**config.mk**
```make
export PLATFORM = sky130hd
export DESIGN_NAME = pgalloc_map
export DESIGN_NICKNAME = d
export VERILOG_FILES = /design/src/hdl/pgalloc_pkg.sv /design/src/hdl/pgalloc_map.sv
export SDC_FILE = /design/constraint.sdc
export NUM_CORES = 1
export LEC_CHECK = 0
export BUFFER_PORTS_ARGS = -buffer_cell sky130_fd_sc_hd__buf_2
export CAP_MARGIN = 25
export CORE_MARGIN = 4
export CORE_UTILIZATION = 55
export CTS_CLUSTER_SIZE = 16
export DETAILED_ROUTE_END_ITERATION = 8
export GPL_ROUTABILITY_DRIVEN = 0
export GPL_TIMING_DRIVEN = 0
export PLACE_DENSITY = 0.8
export SLEW_MARGIN = 20
export SYNTH_ARGS = -nofsm -noshare
export SYNTH_HDL_FRONTEND = slang
export SYNTH_SLANG_ARGS = --single-unit
export TNS_END_PERCENT = 1
```
**constraint.sdc**
```tcl
create_clock -name clock -period 4.5 [get_ports clock]
set_input_delay 0.9 -clock clock [delete_from_list [all_inputs] [get_ports clock]]
set_output_delay 0.9 -clock clock [all_outputs]
set_load 0.01 [all_outputs]
```
**src/hdl/pgalloc_pkg.sv**
```systemverilog
package pgalloc_pkg;

   // Store geometry. PAGE_BYTES must be a power of two: the offset is cut to its low bits.
   localparam int NUM_PAGES  = 64;
   localparam int PAGE_BYTES = 4096;

   localparam int PAGE_W   = $clog2(NUM_PAGES);
   localparam int OFF_W    = $clog2(PAGE_BYTES);
   localparam int STORE_AW = PAGE_W + OFF_W;
   localparam int STORE_DEPTH = NUM_PAGES * PAGE_BYTES;
   localparam int CNT_W    = $clog2(NUM_PAGES + 1);

   // Fixed field widths of the command and result beats.
   localparam int PAGE_ID_W = 6;
   localparam int OFFSET_W  = 12;
   localparam int BYTE_W    = 8;

   typedef enum logic [1:0] {
      CMD_ALLOC = 2'd0,
      CMD_FREE  = 2'd1,
      CMD_READ  = 2'd2,
      CMD_WRITE = 2'd3
   } cmd_type;

   typedef enum logic [1:0] {
      ST_OK        = 2'd0,
      ST_NO_FREE   = 2'd1,
      ST_NOT_ALLOC = 2'd2
   } status_type;

   typedef enum logic [2:0] {
      S_CLEAR,
      S_IDLE,
      S_LOOKUP,
      S_DECIDE,
      S_FETCH,
      S_SCAN
   } state_type;

   typedef struct packed {
      cmd_type               cmd;
      logic [PAGE_ID_W-1:0]  page_id;
      logic [OFFSET_W-1:0]   offset;
      logic [BYTE_W-1:0]     write_byte;
      logic                  run_last;
   } req_type;

   typedef struct packed {
      status_type            status;
      logic [PAGE_ID_W-1:0]  alloc_page;
      logic [BYTE_W-1:0]     read_byte;
      logic                  last;
   } rsp_type;

   typedef struct packed {
      logic              rd_en;
      logic [PAGE_W-1:0] rd_addr;
      logic              wr_en;
      logic [PAGE_W-1:0] wr_addr;
      logic              wr_data;
   } map_req_type;

   typedef struct packed {
      logic                en;
      logic                we;
      logic [STORE_AW-1:0] addr;
      logic [BYTE_W-1:0]   wdata;
   } store_req_type;

endpackage

```
**src/hdl/pgalloc_map.sv**
```systemverilog
// Used-page bitmap: one write port, one read port, registered read data.
module pgalloc_map (
   input  logic                     clock,
   input  pgalloc_pkg::map_req_type map_req,
   output logic                     rd_data
);

   logic map_mem_ff [pgalloc_pkg::NUM_PAGES];
   logic rd_data_ff;

   always_ff @(posedge clock) begin
      if (map_req.wr_en) begin
         map_mem_ff[map_req.wr_addr] <= map_req.wr_data;
      end
      if (map_req.rd_en) begin
         rd_data_ff <= map_mem_ff[map_req.rd_addr];
      end
   end

   assign rd_data = rd_data_ff;

endmodule

```
==> results.toml, run 1 <==
[place]
place_hpwl_um = 3460
placedCellCount = 283
place.port_buffers = 9

[synth]
ys_seq_elements = 65
synth_warnings = 0
synth_nets = 220
synth-main-ff-cell = "edfxtp_1"
synth-async-reset-ratio = 0
yosysTopAreaCell = "edfxtp_1"
synthCells = 204
synth_area_leaders = "edfxtp_1 (67%), nor2_1 (8.6%), mux4_2 (7.7%)"
netlist_area_um2 = 2920
yosysTopAreaCellShare = 0.668
synth_edf_count = 65
synth_area_per_cell_um2 = 14.3
yosysSeqAreaShare = 0.668
synth_cell_types = 24

[cells_and_area]
final_net_count = 240
drive_gt1_frac = 0.145
seqCellArea_um2 = 1950
final_util = 0.629
final_cell_mix = "nor2_1 (67), edfxtp_1 (65), clkbuf_1 (12)"
fill_cells = 415
area_delta_synth_final_pct = 10.6
layout.cells.non_filler = 298
antennaDiodeCount = 0
multi_input_area_um2 = 918
final_common_cell = "nor2_1"

[sta]
slew_headroom = 0.382
hold_viol = 0
worstMarginPinSlew_ps = 926
holdWs_ps = 773
drv_slew = 0
period_minus_slack_ps = 2530
setup_viol = 0
finalClockSkew_ps = 7.89
period_share = 0.562
finalSetupTns_ps = 0
fmax_ghz = 0.395
rsz0062_at_grt = "no"

[setup_path]
cp.arrival_ps = 2620
worstSetupEndpoint = "rd_data"
crit_fanout = 10
r2r-end = "rd_data"
critPathRequiredTime_ps = 4590
critical_path_class = "primary input to flip-flop"
critPathLaunchType = "primary input"
r2r_start = "map_mem_ff[2]"
ff2ff_path_depth = 4
critPathCaptureType = "flip-flop"
reg2reg_slack_ps = 2480
startpoint = "map_req[10]"

[route]
drt_iter0_markers = 201
firstDrtPassIters = 4
wire_per_inst_um = 18.1
drc = 0
postRouteAntennaNets = 0
via_per_inst = 5.76
vias = 1716
wl_um = 5400

[power]
finalPower_uw = 1200
p_sw_frac = 0.209
comb_power_share = 0.064
p_per_area_nw_per_um2 = 372
power.net_switching_uw = 252
seq_power_share = 0.560
internal_power_uw = 950
p_clk_frac = 0.377
max-vdd-ir-drop_mv = 0.328
p_leak_uw = 0.000992

[clock_network]
ctsResizeCount = 0
cts_buffers = 9
cts_setup_buffers = 0
cts_sinks = 65
clkTransAtPathRegs_ps = 70
cts_tree = "done"
postCtsHoldBufs = 0
cts_root_buf = "clkbuf_8"
clock_path_buffers = 2
clock_latency_ps = 330
cts-htree-levels = 3

[global_routing]
grt_pass1_wl_um = 8760
grtUsageTotal = 0.190
antenna_found_initial = 0
grt_pass1_vias = 1702
grt_max_degree = 65
overflow = 0

[die]
rows = 26
die_w_um = 80.9
dieArea_um2 = 6550
dieHeight_um = 80.9
coreArea_um2 = 5140
start_util = 0.569
ios = 17

[job]
maxCapViolations = 0

[hold_path]
min_path_type = "primary input to flip-flop"

[outcome]
status = "finished, final reports clean"
stage by stage:
step,worst slack [ps],instance area [um^2]
3_5_place_dp,1590,3060
6_report,1970,3230
4_1_cts,1950,3230
2_1_floorplan,1930,2920
5_1_grt,1840,3230
3_3_place_gp,1610,3060
critical path, cell delays in order:
cell	delay, ps
clkbuf_1	270
clkbuf_1	500
mux4_2	430
a22oi_1	180
nand3_1	90
a32o_1	240
how the worst min path moves through the flow:
stage	startpoint	end	slack (ps)	cells after the start
2_1_floorplan	map_mem_ff[38]	rd_data	860	4
3_3_place_gp	map_mem_ff[60]	rd_data	920	4
3_5_place_dp	map_mem_ff[56]	rd_data	920	4
4_1_cts	map_req[14]	rd_data	760	1
5_1_grt	map_req[14]	rd_data	760	1
6_report	map_req[14]	rd_data	770	1
sequential cells by signal (all words and copies together) (netlist names):
signal / flops
rd_data: 1
map_mem_ff: 64
power by group through the flow:
stage / logic (uW) / clock network, uW / registers [uW]
CTS: 77.5 / 458 / 672
floorplan: 48.3 / 0 / 685
global placement: 75.8 / 0 / 685
global route: 85.0 / 484 / 672
detailed placement: 77.4 / 0 / 685
finish: 76.7 / 453 / 672
synthesized netlist by cell type, types with 2 or more instances:
master,n
nand2_1,7
mux4_2,10
nand4_1,3
nor3_1,2
nor2_1,67
edfxtp_1,65
clkbuf_1,10
a22oi_1,2
mux4_1,7
nor2b_1,5
nand2b_1,2
nand3_1,9
nand3b_1,4
cell families after synthesis:
group | Yosys count | synth area share
simple gates | 104 | 0.158
compound gates | 6 | 0.0158
flops | 65 | 0.668
buf+inv | 12 | 0.0184
mux | 17 | 0.140
layout make-up:
| type | count | share of cell area |
|---|---|---|
| clock inverter | 4 | 0.0139 |
| tap | 70 | 0.0271 |
| timing repair buffer | 9 | 0.0139 |
| buffer | 12 | 0.0166 |
| multi-input combinational | 127 | 0.284 |
| sequential | 65 | 0.604 |
| clock buffer | 11 | 0.0406 |
metal layers:
layer  global-route usage  vias to the layer above  wire [um]
met4                0.106                        0        153
met3               0.0455                       11        287
li1                     -                      808          -
met1                0.254                      843       2320
met2                0.287                       54       2640
met5                    0                        -          0
Note: power is estimated with default switching activity, not from simulation.
==> run 2: changes to the inputs <==
ABC_AREA = 1   (was not set)
clock period = 2.5 ns   (was 4.5 ns; I/O delays follow)
==> results.toml, run 2 <==
[outcome]
status = "finished, final reports clean"

[clock_network]
cts_tree = "done"
ctsResizeCount = 0
postCtsHoldBufs = 0
clkTransAtPathRegs_ps = 70
clock_path_buffers = 2
cts_setup_buffers = 0
cts_root_buf = "clkbuf_8"
cts_sinks = 65
cts-htree-levels = 3
clock_latency_ps = 340
cts_buffers = 9

[setup_path]
path_buf_inv = 2
critPathMaxStageDelay_ps = 310
critical_path_class = "primary input to flip-flop"
cp_top_family = "simple AND/OR/NAND/NOR gates"
critPathCaptureType = "flip-flop"
ff2ff_path_depth = 8
cpMaxStageDelayCell = "nand2_1"
critPathLaunchType = "primary input"
path_cells = "buf_2 > inv_1 > nor3_1 > nand2_1 > nor2_1"
cp.arrival_ps = 1570
reg2reg_slack_ps = 1270
critPathRequiredTime_ps = 2550
r2r_start = "map_mem_ff[51]"
r2r-end = "rd_data"
crit_fanout = 7

[synth]
yosysTopAreaCellShare = 0.639
synth_warnings = 0
synthCells = 314
synthTopCellsByCount = "nand2_1 (86), edfxtp_1 (65), nand3_1 (61), nor2_1 (61), inv_1 (14)"
synth-main-ff-cell = "edfxtp_1"
yosysSeqAreaShare = 0.639
yosysMostFrequentCell = "nand2_1"
synth_cell_types = 13
ys_seq_elements = 65
synth_edf_count = 65
netlist_area_um2 = 3060
yosysTopAreaCell = "edfxtp_1"
synth_nets = 330
synth_area_leaders = "edfxtp_1 (64%), nand2_1 (11%), nand3_1 (10%)"
synth-async-reset-ratio = 0
synth_area_per_cell_um2 = 9.73

[route]
drt_iter0_markers = 231
postRouteAntennaNets = 0
wl_um = 7040
via_per_inst = 5.59
wire_per_inst_um = 17.1
firstDrtPassIters = 5
drc = 0
vias = 2299

[die]
die_w_um = 82.5
ios = 17
dieHeight_um = 82.5
rows = 26
dieArea_um2 = 6810
start_util = 0.583
coreArea_um2 = 5240

[hold_path]
holdPathStages = 1
worstHoldEndpoint = "rd_data"
min_path_type = "primary input to flip-flop"
holdCritStartpoint = "map_req[14]"

[cells_and_area]
regMostFlops = "map_mem_ff"
largest_register_ffs = 64
final_net_count = 353
layout.cells.non_filler = 411
area_delta_synth_final_pct = 10.6
final_util = 0.645
final_common_cell = "nand2_1"
final_cell_mix = "nand2_1 (86), edfxtp_1 (65), nor2_1 (61), nand3_1 (61), buf_2 (15)"
antennaDiodeCount = 0
drive_gt1_frac = 0.111

[global_routing]
overflow = 0
antenna_found_initial = 0
grtUsageTotal = 0.231
grt_pass1_wl_um = 10900
grt_max_degree = 65
grt_pass1_vias = 2100

[sta]
fmax_ghz = 0.660
finalClockSkew_ps = 7.31
setup_viol = 0
rsz0062_at_grt = "no"
period_share = 0.606
period_minus_slack_ps = 1520
drv_slew = 0
worstMarginPinSlew_ps = 976
final.setup.worst_slack_ps = 984
finalSetupTns_ps = 0
hold_viol = 0
slew_headroom = 0.349

[place]
pre_cts_slack_ps = 654
place.port_buffers = 12
placedCellCount = 396
place_hpwl_um = 4490

[power]
comb_power_share = 0.084
p_per_area_nw_per_um2 = 656
seq_power_share = 0.546
max-vdd-ir-drop_mv = 0.662
internal_power_uw = 1710
p_clk_frac = 0.371
power.net_switching_uw = 510
p_sw_frac = 0.230
p_leak_uw = 0.00123

[job]
maxCapViolations = 0
run 2: changes by cell type in the layout (fill, tap and decap cells not counted), moves of 6 or more:
cell,before,now
mux4_1,7,0
nand3_1,9,61
nor2_1,67,61
nand2_1,7,86
inv_1,0,14
clkbuf_1,12,1
mux4_2,10,0
run 2: worst max path at each step:
stage | from | endpoint | slack (ps) | cells after the start
4_1_cts | map_req[1] | map_mem_ff[28] | 1010 | 4
3_5_place_dp | map_req[1] | map_mem_ff[28] | 650 | 4
2_1_floorplan | map_req[8] | rd_data | 1020 | 10
3_3_place_gp | map_req[3] | map_mem_ff[15] | 740 | 5
5_1_grt | map_req[3] | map_mem_ff[63] | 830 | 5
6_report | map_req[3] | map_mem_ff[7] | 980 | 5
run 2: power by group through the flow:
stage | Clock, uW | Sequential (uW) | Combinational, uW
5_1_grt | 871 | 1210 | 206
4_1_cts | 828 | 1210 | 183
2_1_floorplan | 0 | 1230 | 110
6_report | 822 | 1210 | 185
3_3_place_gp | 0 | 1230 | 178
3_5_place_dp | 0 | 1230 | 183
run 2: metal layers:
| layer | global-route usage | vias up | part of all wire |
|---|---|---|---|
| li1 | - | 1112 | - |
| met1 | 0.298 | 1092 | 0.42 |
| met2 | 0.361 | 80 | 0.49 |
| met3 | 0.0531 | 15 | 0.067 |
| met4 | 0.131 | 0 | 0.025 |
| met5 | 0 | - | 0 |
run 2: cells by family after synthesis:
family / synth area share
buffers and inverters: 0.0557
DFF: 0.639
and+or+nand+nor: 0.305
run 2: layout make-up:
type | instances | area [um^2]
sequential | 65 | 1950
fill | 415 | 1860
multi-input combinational | 221 | 933
clock buffer | 10 | 128
buffer | 12 | 105
tap | 70 | 87.6
inverter | 16 | 65.1
timing repair buffer | 12 | 60.1
clock inverter | 5 | 47.5
run 2: stage by stage:
step | instance area, um^2 | total power [uW] | hold WS [ps]
after floorplan | 3060 | 1340 | 599
after global placement | 3200 | 1410 | 702
after detailed placement | 3200 | 1420 | 704
after CTS | 3380 | 2220 | 347
after global routing | 3380 | 2290 | 346
final | 3380 | 2220 | 353
