[src/hdl/pgalloc_pkg.sv]
package pgalloc_pkg;

   // Store geometry. PAGE_BYTES must be a power of two: the offset is cut to its low bits.
   localparam int NUM_PAGES  = 64;
   localparam int PAGE_BYTES = 4096;

   localparam int PAGE_W   = $clog2(NUM_PAGES);
   localparam int OFF_W    = $clog2(PAGE_BYTES);
   localparam int STORE_AW = PAGE_W + OFF_W;
   localparam int STORE_DEPTH = NUM_PAGES * PAGE_BYTES;
   localparam int CNT_W    = $clog2(NUM_PAGES + 1);

   // Fixed field widths of the command and result beats.
   localparam int PAGE_ID_W = 6;
   localparam int OFFSET_W  = 12;
   localparam int BYTE_W    = 8;

   typedef enum logic [1:0] {
      CMD_ALLOC = 2'd0,
      CMD_FREE  = 2'd1,
      CMD_READ  = 2'd2,
      CMD_WRITE = 2'd3
   } cmd_type;

   typedef enum logic [1:0] {
      ST_OK        = 2'd0,
      ST_NO_FREE   = 2'd1,
      ST_NOT_ALLOC = 2'd2
   } status_type;

   typedef enum logic [2:0] {
      S_CLEAR,
      S_IDLE,
      S_LOOKUP,
      S_DECIDE,
      S_FETCH,
      S_SCAN
   } state_type;

   typedef struct packed {
      cmd_type               cmd;
      logic [PAGE_ID_W-1:0]  page_id;
      logic [OFFSET_W-1:0]   offset;
      logic [BYTE_W-1:0]     write_byte;
      logic                  run_last;
   } req_type;

   typedef struct packed {
      status_type            status;
      logic [PAGE_ID_W-1:0]  alloc_page;
      logic [BYTE_W-1:0]     read_byte;
      logic                  last;
   } rsp_type;

   typedef struct packed {
      logic              rd_en;
      logic [PAGE_W-1:0] rd_addr;
      logic              wr_en;
      logic [PAGE_W-1:0] wr_addr;
      logic              wr_data;
   } map_req_type;

   typedef struct packed {
      logic                en;
      logic                we;
      logic [STORE_AW-1:0] addr;
      logic [BYTE_W-1:0]   wdata;
   } store_req_type;

endpackage

[src/hdl/pgalloc_ctrl.sv]
// Command sequencer: bitmap clearing pass, page lookup, next-fit scan and byte access.
module pgalloc_ctrl (
   input  logic                                clock,
   input  logic                                reset,
   input  logic                                start,
   input  pgalloc_pkg::req_type                req_item,
   output logic                                busy,
   output logic                                rsp_valid,
   output pgalloc_pkg::rsp_type                rsp_item,
   output pgalloc_pkg::map_req_type            map_req,
   input  logic                                map_rdata,
   output pgalloc_pkg::store_req_type          store_req,
   input  logic [pgalloc_pkg::BYTE_W-1:0]      store_rdata
);

   pgalloc_pkg::state_type             state_ff, state_in;
   pgalloc_pkg::req_type               cmd_ff, cmd_in;
   logic [pgalloc_pkg::PAGE_W-1:0]     ptr_ff, ptr_in;
   logic [pgalloc_pkg::PAGE_W-1:0]     probe_ff, probe_in;
   logic [pgalloc_pkg::PAGE_W-1:0]     pend_page_ff, pend_page_in;
   logic                               pend_ff, pend_in;
   logic [pgalloc_pkg::CNT_W-1:0]      issued_ff, issued_in;
   logic [pgalloc_pkg::CNT_W-1:0]      checked_ff, checked_in;
   logic [pgalloc_pkg::PAGE_W-1:0]     clr_ff, clr_in;
   logic                               rsp_valid_ff, rsp_valid_in;
   pgalloc_pkg::rsp_type               rsp_ff, rsp_in;

   logic                               in_range;
   logic [pgalloc_pkg::PAGE_W-1:0]     page_idx;
   logic [pgalloc_pkg::OFF_W-1:0]      off_idx;

   localparam logic [pgalloc_pkg::PAGE_W-1:0] LAST_PAGE =
      pgalloc_pkg::PAGE_W'(pgalloc_pkg::NUM_PAGES - 1);

   function automatic logic [pgalloc_pkg::PAGE_W-1:0] next_page(
      input logic [pgalloc_pkg::PAGE_W-1:0] p);
      return (p == LAST_PAGE) ? '0 : p + 1'b1;
   endfunction

   always_ff @(posedge clock) begin
      if (reset) begin
         state_ff     <= pgalloc_pkg::S_CLEAR;
         ptr_ff       <= '0;
         clr_ff       <= '0;
         pend_ff      <= 1'b0;
         rsp_valid_ff <= 1'b0;
      end else begin
         state_ff     <= state_in;
         ptr_ff       <= ptr_in;
         clr_ff       <= clr_in;
         pend_ff      <= pend_in;
         rsp_valid_ff <= rsp_valid_in;
      end
   end

   always_ff @(posedge clock) begin
      cmd_ff       <= cmd_in;
      probe_ff     <= probe_in;
      pend_page_ff <= pend_page_in;
      issued_ff    <= issued_in;
      checked_ff   <= checked_in;
      rsp_ff       <= rsp_in;
   end

   assign in_range = 32'(cmd_ff.page_id) < pgalloc_pkg::NUM_PAGES;
   assign page_idx = pgalloc_pkg::PAGE_W'(cmd_ff.page_id);
   assign off_idx  = pgalloc_pkg::OFF_W'(cmd_ff.offset);

   always_comb begin
      state_in     = state_ff;
      cmd_in       = cmd_ff;
      ptr_in       = ptr_ff;
      probe_in     = probe_ff;
      pend_page_in = pend_page_ff;
      pend_in      = 1'b0;
      issued_in    = issued_ff;
      checked_in   = checked_ff;
      clr_in       = clr_ff;
      rsp_valid_in = 1'b0;
      rsp_in       = rsp_ff;
      map_req      = '0;
      store_req    = '0;

      unique case (state_ff)
         pgalloc_pkg::S_CLEAR: begin
            map_req.wr_en   = 1'b1;
            map_req.wr_addr = clr_ff;
            map_req.wr_data = 1'b0;
            clr_in          = clr_ff + 1'b1;
            if (clr_ff == LAST_PAGE) begin
               state_in = pgalloc_pkg::S_IDLE;
            end
         end
         pgalloc_pkg::S_IDLE: begin
            if (start) begin
               cmd_in = req_item;
               if (req_item.cmd == pgalloc_pkg::CMD_ALLOC) begin
                  probe_in   = ptr_ff;
                  issued_in  = '0;
                  checked_in = '0;
                  state_in   = pgalloc_pkg::S_SCAN;
               end else begin
                  state_in = pgalloc_pkg::S_LOOKUP;
               end
            end
         end
         pgalloc_pkg::S_LOOKUP: begin
            map_req.rd_en   = in_range;
            map_req.rd_addr = page_idx;
            state_in        = pgalloc_pkg::S_DECIDE;
         end
         pgalloc_pkg::S_DECIDE: begin
            rsp_in.status     = pgalloc_pkg::ST_OK;
            rsp_in.alloc_page = '0;
            rsp_in.read_byte  = '0;
            rsp_in.last       = cmd_ff.run_last;
            state_in          = pgalloc_pkg::S_IDLE;
            if (!(in_range && map_rdata)) begin
               rsp_in.status = pgalloc_pkg::ST_NOT_ALLOC;
               rsp_valid_in  = 1'b1;
            end else begin
               unique case (cmd_ff.cmd)
                  pgalloc_pkg::CMD_FREE: begin
                     map_req.wr_en   = 1'b1;
                     map_req.wr_addr = page_idx;
                     map_req.wr_data = 1'b0;
                     rsp_valid_in    = 1'b1;
                  end
                  pgalloc_pkg::CMD_READ: begin
                     store_req.en   = 1'b1;
                     store_req.addr = {page_idx, off_idx};
                     state_in       = pgalloc_pkg::S_FETCH;
                  end
                  pgalloc_pkg::CMD_WRITE: begin
                     store_req.en    = 1'b1;
                     store_req.we    = 1'b1;
                     store_req.addr  = {page_idx, off_idx};
                     store_req.wdata = cmd_ff.write_byte;
                     rsp_valid_in    = 1'b1;
                  end
                  default: begin
                     rsp_valid_in = 1'b1;
                  end
               endcase
            end
         end
         pgalloc_pkg::S_FETCH: begin
            rsp_in.status     = pgalloc_pkg::ST_OK;
            rsp_in.alloc_page = '0;
            rsp_in.read_byte  = store_rdata;
            rsp_in.last       = cmd_ff.run_last;
            rsp_valid_in      = 1'b1;
            state_in          = pgalloc_pkg::S_IDLE;
         end
         pgalloc_pkg::S_SCAN: begin
            rsp_in.alloc_page = '0;
            rsp_in.read_byte  = '0;
            rsp_in.last       = cmd_ff.run_last;
            if (pend_ff && !map_rdata) begin
               map_req.wr_en     = 1'b1;
               map_req.wr_addr   = pend_page_ff;
               map_req.wr_data   = 1'b1;
               ptr_in            = pend_page_ff;
               rsp_in.status     = pgalloc_pkg::ST_OK;
               rsp_in.alloc_page = pgalloc_pkg::PAGE_ID_W'(pend_page_ff);
               rsp_valid_in      = 1'b1;
               state_in          = pgalloc_pkg::S_IDLE;
            end else if (pend_ff &&
                         checked_ff == pgalloc_pkg::CNT_W'(pgalloc_pkg::NUM_PAGES - 1)) begin
               rsp_in.status = pgalloc_pkg::ST_NO_FREE;
               rsp_valid_in  = 1'b1;
               state_in      = pgalloc_pkg::S_IDLE;
            end else begin
               if (pend_ff) begin
                  checked_in = checked_ff + 1'b1;
               end
               if (issued_ff != pgalloc_pkg::CNT_W'(pgalloc_pkg::NUM_PAGES)) begin
                  map_req.rd_en   = 1'b1;
                  map_req.rd_addr = probe_ff;
                  pend_in         = 1'b1;
                  pend_page_in    = probe_ff;
                  probe_in        = next_page(probe_ff);
                  issued_in       = issued_ff + 1'b1;
               end
            end
         end
         default: begin
            state_in = pgalloc_pkg::S_IDLE;
         end
      endcase
   end

   assign busy      = (state_ff != pgalloc_pkg::S_IDLE);
   assign rsp_valid = rsp_valid_ff;
   assign rsp_item  = rsp_ff;

endmodule

[config.mk]
export PLATFORM = sky130hd
export DESIGN_NAME = pgalloc_ctrl
export DESIGN_NICKNAME = d
export VERILOG_FILES = /design/src/hdl/pgalloc_pkg.sv /design/src/hdl/pgalloc_ctrl.sv
export SDC_FILE = /design/constraint.sdc
export NUM_CORES = 1
export LEC_CHECK = 0
export BUFFER_PORTS_ARGS = -buffer_cell sky130_fd_sc_hd__clkbuf_2
export CORE_MARGIN = 3
export CORE_UTILIZATION = 52
export CTS_BUF_LIST = sky130_fd_sc_hd__clkbuf_16
export CTS_CLUSTER_DIAMETER = 60
export DETAILED_ROUTE_END_ITERATION = 7
export PLACE_DENSITY = 0.75
export REMOVE_ABC_BUFFERS = 1
export SLEW_MARGIN = 20
export SYNTH_ARGS = -nofsm -noshare
export SYNTH_HDL_FRONTEND = slang
export SYNTH_SLANG_ARGS = --single-unit
export TNS_END_PERCENT = 30
[constraint.sdc]
create_clock -name clock -period 3 [get_ports clock]
set_clock_uncertainty 0.05 [all_clocks]
set_input_delay 0.45 -clock clock [delete_from_list [all_inputs] [get_ports clock]]
set_output_delay 0.45 -clock clock [all_outputs]
set_load 0.02 [all_outputs]
==> run metrics, run 1 <==
outcome complete, no violations; crit-path max FO 28; Crit Reg-Reg Endpoint issued_ff[2]$_SDFFCE_PN0P_; first-pass GRT wire length 12870 um; Routed Antenna Nets 0; Critical Path Sink Type output pin; post-synthesis sequential area ratio 0.6500; Avg WL per Cell 15.66 um; Power Density 615.5 mW/mm^2; Worst Setup SP state_ff[1]$_SDFFE_PP0P_; DP HPWL 5955 um; Max-slew headroom 0.4603; Core ar. 0.006982 sq mm; H-tree depth 3; Post-CTS Setup Inserts 0; routed wire length 8189 um; pin count of the biggest net entering global routing 30; MaxCap Viol Count 0; commonest non-fill, non-tap cells in the layout clkbuf_2, edfxtp_1, nand2_1; RSZ-0062 raised after global routing false; Max VDD drop 0.4311 mV; Post-synth EDFFs 72; synthesized area per cell 12.14 sq um; IO Pins 103; max-slew violation count 0; Resized cells post-CTS 0; Pre-antenna DRT Iters 5; gr usage total 0.1958; IO Port Bufs 102; GRT overflow 0; Setup crit end store_req[4]; FF-to-FF setup slack 560 ps; Least-Margin Pin Slew 807.1 ps; Synth cell types 48; 1st-iter DRT viols 192; CTS buffer count 9; number of clock sinks 89; share of post-route cells with drive strength above 1 0.2998; initial antenna violation count 0; Layout fillers 544; Place WS 564.9 ps; Setup TNS 0 ps; hold_buf cts 0; CTS tree yes; arrival time at the worst endpoint 2210 ps; Routability Congestion 0.8625; # diodes 0; Die Ht 92.05 um; LEAKAGE 0.002060 uW; initial core utilization 0.5514; top_reg_cell synth edfxtp_1; FF-to-FF path depth 5; vias in the first global route 2662; post-synthesis to final-layout area growth 24.02%; FMAX 369.4 MHz; type of the worst setup path reg -> out; Vias/cell 5.325; Hold Path Stages 1; minimum clock period 2707 ps; row cnt 30; CP startpoint kind flip-flop; cells after synthesis 317; Final Hold Viols 0; worst hold path class in -> reg; CTS root buffer clkbuf_16; residual DRC count 0; Die Width 92.05 um; commonest non-fill, non-tap cell in the layout clkbuf_2; Worst EP required 2500 ps; Async SR Flop Fraction 0; Worst Slack Setup Final 292.9 ps; mapped cell area 0.003850 sq mm; Synth Warn # 0; vias 2785; # setup viols final 0; R2R Path Start state_ff[0]$_SDFFE_PP0P_; insertion delay to the later sink of the worst-skew pair 330 ps; Layout Utilization 0.6839; Die Area 0.008472 sq mm; Clock transition at path regs 60 ps; Yosys reg bits 89; NumNets Final 468; crit share post-route 0.9024; CTS Buffer Depth 2
[sequential cells by signal, indices dropped and copies added, names as in the netlist]
| name | cells |
|---|---|
| rsp_item | 17 |
| off_idx | 12 |
| cmd_ff | 11 |
| checked_ff | 7 |
| issued_ff | 7 |
| clr_ff | 6 |
| page_idx | 6 |
| pend_page_ff | 6 |
| probe_ff | 6 |
| ptr_ff | 6 |
| state_ff | 3 |
| pend_ff | 1 |
| rsp_valid | 1 |
[worst max-delay path: stages (launching register included)]
cell and delay, ps:
dfxtp_1 560, and3b_1 230, nand3_1 120, inv_1 530, and3_1 250, clkbuf_2 170
[logic make-up (layout without fill, tap and decap cells)]
logic type / after synthesis / count (layout) / synth area share
AO/OA/AOI/OAI: 43 / 43 / 0.07670
XOR/XNOR: 17 / 17 / 0.03867
adder cells (fa/ha/maj): 5 / 5 / 0.01625
buffers and inverters: 25 / 135 / 0.02827
flip-flops: 89 / 89 / 0.6500
multiplexers: 1 / 1 / 0.002600
AND/OR/NAND/NOR: 137 / 137 / 0.1875
[worst min path at each step]
stage / start / to / slack, ps
global placement: cmd_ff[0]$_DFFE_PP_ / rsp_item[0]$_DFFE_PP_ / 350
finish: req_item[9] / off_idx[0]$_DFFE_PP_ / 240
CTS: req_item[7] / cmd_ff[7]$_DFFE_PP_ / 230
detailed placement: cmd_ff[0]$_DFFE_PP_ / rsp_item[0]$_DFFE_PP_ / 360
floorplan: cmd_ff[0]$_DFFE_PP_ / rsp_item[0]$_DFFE_PP_ / 350
global route: req_item[12] / off_idx[3]$_DFFE_PP_ / 230
[final cells by class]
cell class	instances	area (sq um)	share of cell area
clock buffer	9	225.2	0.04717
clock inverter	7	95.09	0.01992
inverter	12	45.04	0.009434
multi-input combinational	203	1239	0.2594
sequential	89	2502	0.5241
tap	96	120.1	0.02516
timing repair buffer	107	548.0	0.1148
[cell usage after synthesis (8+ instances only)]
master | instances | area, sq um
inv_1 | 11 | 41.29
and3_1 | 19 | 118.9
nand2_1 | 38 | 142.6
and2_1 | 20 | 125.1
o21ai_0 | 8 | 40.04
nand3_1 | 11 | 55.05
edfxtp_1 | 72 | 2162
a21oi_1 | 10 | 50.05
xor2_1 | 11 | 96.34
nor2_1 | 25 | 93.84
clkbuf_1 | 8 | 30.03
dfxtp_1 | 17 | 340.3
[metal layers]
layer,global-route usage,vias up,wire [um]
met1,0.2571,1322,3588
met4,0.07550,0,115
li1,-,1350,-
met2,0.3157,103,3871
met3,0.04676,10,614
met5,0,-,0
[power breakdown]
part	internal (uW)	leakage (uW)	switching [uW]
logic	114	0.00108	191
registers	1400	0.000820	51.1
clock network	729	0.000157	449
[stage by stage]
stage	instance area [sq um]	hold slack, ps	total power [uW]	instances
5_1_grt	4775	230.4	3045	523
6_report	4775	239.0	2939	523
3_3_place_gp	4454	351.8	1780	507
2_1_floorplan	3786	350.3	1667	304
4_1_cts	4775	234.4	2959	523
3_5_place_dp	4454	364.6	1787	507
Power figures use the tool's default switching activity.
==> inputs of run 2 (changes only) <==
==> constraint.sdc (replaced) <==
create_clock -name clock -period 2.83 [get_ports clock]
set_clock_uncertainty 0.05 [all_clocks]
set_input_delay 0.4245 -clock clock [delete_from_list [all_inputs] [get_ports clock]]
set_output_delay 0.4245 -clock clock [all_outputs]
set_load 0.02 [all_outputs]
==> run metrics, run 2 (same netlist as run 1, synthesis figures left out) <==
MaxCap Viol Count 0 (unchanged); share of post-route cells with drive strength above 1 0.3091 (+0.009368); GRT met2 Usage 0.3011 (-0.01460); Die Area 0.008472 sq mm (unchanged); flip-flop count of the largest register after layout 17 (unchanged); CP Cell Sequence and3b_1 -> nand2_1 -> inv_2 -> or3_1 -> clkbuf_2; IO Port Bufs 102 (unchanged); Vias/cell 5.337 (+0.22%); Pre-antenna DRT Iters 4 (-1); FMAX 378.9 MHz; Least-Margin Pin Slew 926.6 ps (+119.5 ps); initial antenna violation count 0 (unchanged); first-pass GRT wire length 12740 um (-0.96%); minimum clock period 2639 ps; row cnt 30 (unchanged); vias 2791 (+0.22%); Setup TNS 0 ps (unchanged); CP startpoint kind flip-flop; Avg WL per Cell 15.29 um (-2.4%); pin count of the biggest net entering global routing 30 (unchanged); Layout fillers 542 (-0.37%); GRT overflow 0 (unchanged); outcome complete, no violations; Area after DPL 0.004454 sq mm (unchanged); commonest non-fill, non-tap cell in the layout clkbuf_2; Critical Path Sink Type output pin; CTS Buffer Depth 2 (unchanged); Critical-path top delay cell dfxtp_1; DP HPWL 5772 um (-3.1%); residual DRC count 0 (unchanged); NumNets Final 468 (unchanged); GR met1 Demand/Resource 0.2664 (+0.009315); Max VDD drop 0.3603 mV (-16%); # diodes 0 (unchanged); gr usage total 0.1950 (-0.0007457); Max-slew headroom 0.3809 (-0.07935); CTS tree yes; area occupied by multi-input gates 0.001240 sq mm (+0.10%); Final Hold Viols 0 (unchanged); Min Hold Slack 207.2 ps (-31.80 ps); met3 GRT Util 0.04020 (-0.006563); Routability Congestion 0.8767 (+1.6%); GRT busiest layer met2; 1st-iter DRT viols 231 (+20%); initial core utilization 0.5514 (unchanged); Cells after DPL 507 (unchanged); Resized cells post-CTS 0 (unchanged); Clock transition at path regs 60 ps (about the same); vias in the first global route 2605 (-2.1%); IO Pins 103 (unchanged); post-synthesis to final-layout area growth 23.72%; max-slew violation count 0 (unchanged); LEAKAGE 0.002037 uW (-1.1%); H-tree depth 3 (unchanged); CP peak stage delay 580 ps (+20 ps); CTS root buffer clkbuf_16; Post-CTS Setup Inserts 0 (unchanged); crit-path max FO 12 (-57%); hold_buf cts 0 (unchanged); routed wire length 7995 um (-2.4%); Final Cell Area 0.004763 sq mm (-0.24%); fin cells 523 (unchanged); arrival time at the worst endpoint 2160 ps (-50 ps); Worst EP required 2360 ps (-140 ps); CTS buffer count 9 (unchanged); worst hold path class in -> reg; Die Width 92.05 um (unchanged); Core ar. 0.006982 sq mm (unchanged); RSZ-0062 raised after global routing false; FF+latch area 0.002505 sq mm (about the same); Routed Antenna Nets 0 (unchanged); commonest non-fill, non-tap cells in the layout clkbuf_2, edfxtp_1, nand2_1; # setup viols final 0 (unchanged); Die Ht 92.05 um (unchanged); insertion delay to the later sink of the worst-skew pair 340 ps (about the same); Power Density 640.9 mW/mm^2 (+4.1%); crit share post-route 0.9327; number of clock sinks 89 (unchanged); type of the worst setup path reg -> out
## run 2: cell count changes in the layout (fill, tap and decap cells not counted), sizes merged
cell,previous run,this run
clkinvlp,0,2
inv,12,13
clkinv,5,3
bufinv,2,1
## run 2: per-stage QoR
| stage | setup WS [ps] | power, uW | util |
|---|---|---|---|
| after floorplan | 590.2 | 1767 | - |
| after global placement | 402.4 | 1886 | 0.6380 |
| after detailed placement | 388.2 | 1900 | 0.6380 |
| after CTS | 0.6704 | 3074 | 0.6812 |
| after global routing | 57.95 | 3167 | 0.6823 |
| final | 190.5 | 3053 | 0.6823 |
## run 2: layout make-up
| class | count | share of cell area |
|---|---|---|
| clock inverter | 7 | 0.01602 |
| sequential | 89 | 0.5259 |
| multi-input combinational | 203 | 0.2603 |
| timing repair buffer | 107 | 0.1151 |
| tap | 96 | 0.02522 |
| clock buffer | 9 | 0.04728 |
| inverter | 12 | 0.01024 |
## run 2: critical path: cells and delay by family, from the launching register on
kind	cells	cell delay [ps]
flip-flops	1	580
buffers and inverters	2	290
AND/OR/NAND/NOR	3	950
## run 2: final timing paths
path,start,endpoint,slack [ps],cells past startpoint
setup / recovery,state_ff[1]$_SDFFE_PP0P_,map_req[7],190,5
hold / removal,req_item[23],page_idx[2]$_DFFE_PP_,210,1
setup reg to reg,checked_ff[0]$_SDFFCE_PN0P_,checked_ff[4]$_SDFFCE_PN0P_,550,5
hold reg to reg,cmd_ff[0]$_DFFE_PP_,rsp_item[0]$_DFFE_PP_,380,0
## run 2: routing by layer
| metal | wire [um] | vias up | share of wire |
|---|---|---|---|
| met5 | 0 | - | 0 |
| met4 | 153 | 0 | 0.019 |
| met3 | 616 | 12 | 0.077 |
| met2 | 3706 | 124 | 0.46 |
| met1 | 3518 | 1301 | 0.44 |
| li1 | - | 1354 | - |
## run 2: report_power, final
part,total [uW],internal [uW],switching [uW]
sequential,1550,1490,55.7
combinational,328,122,206
clock,1180,690,491
total,3050,2300,752
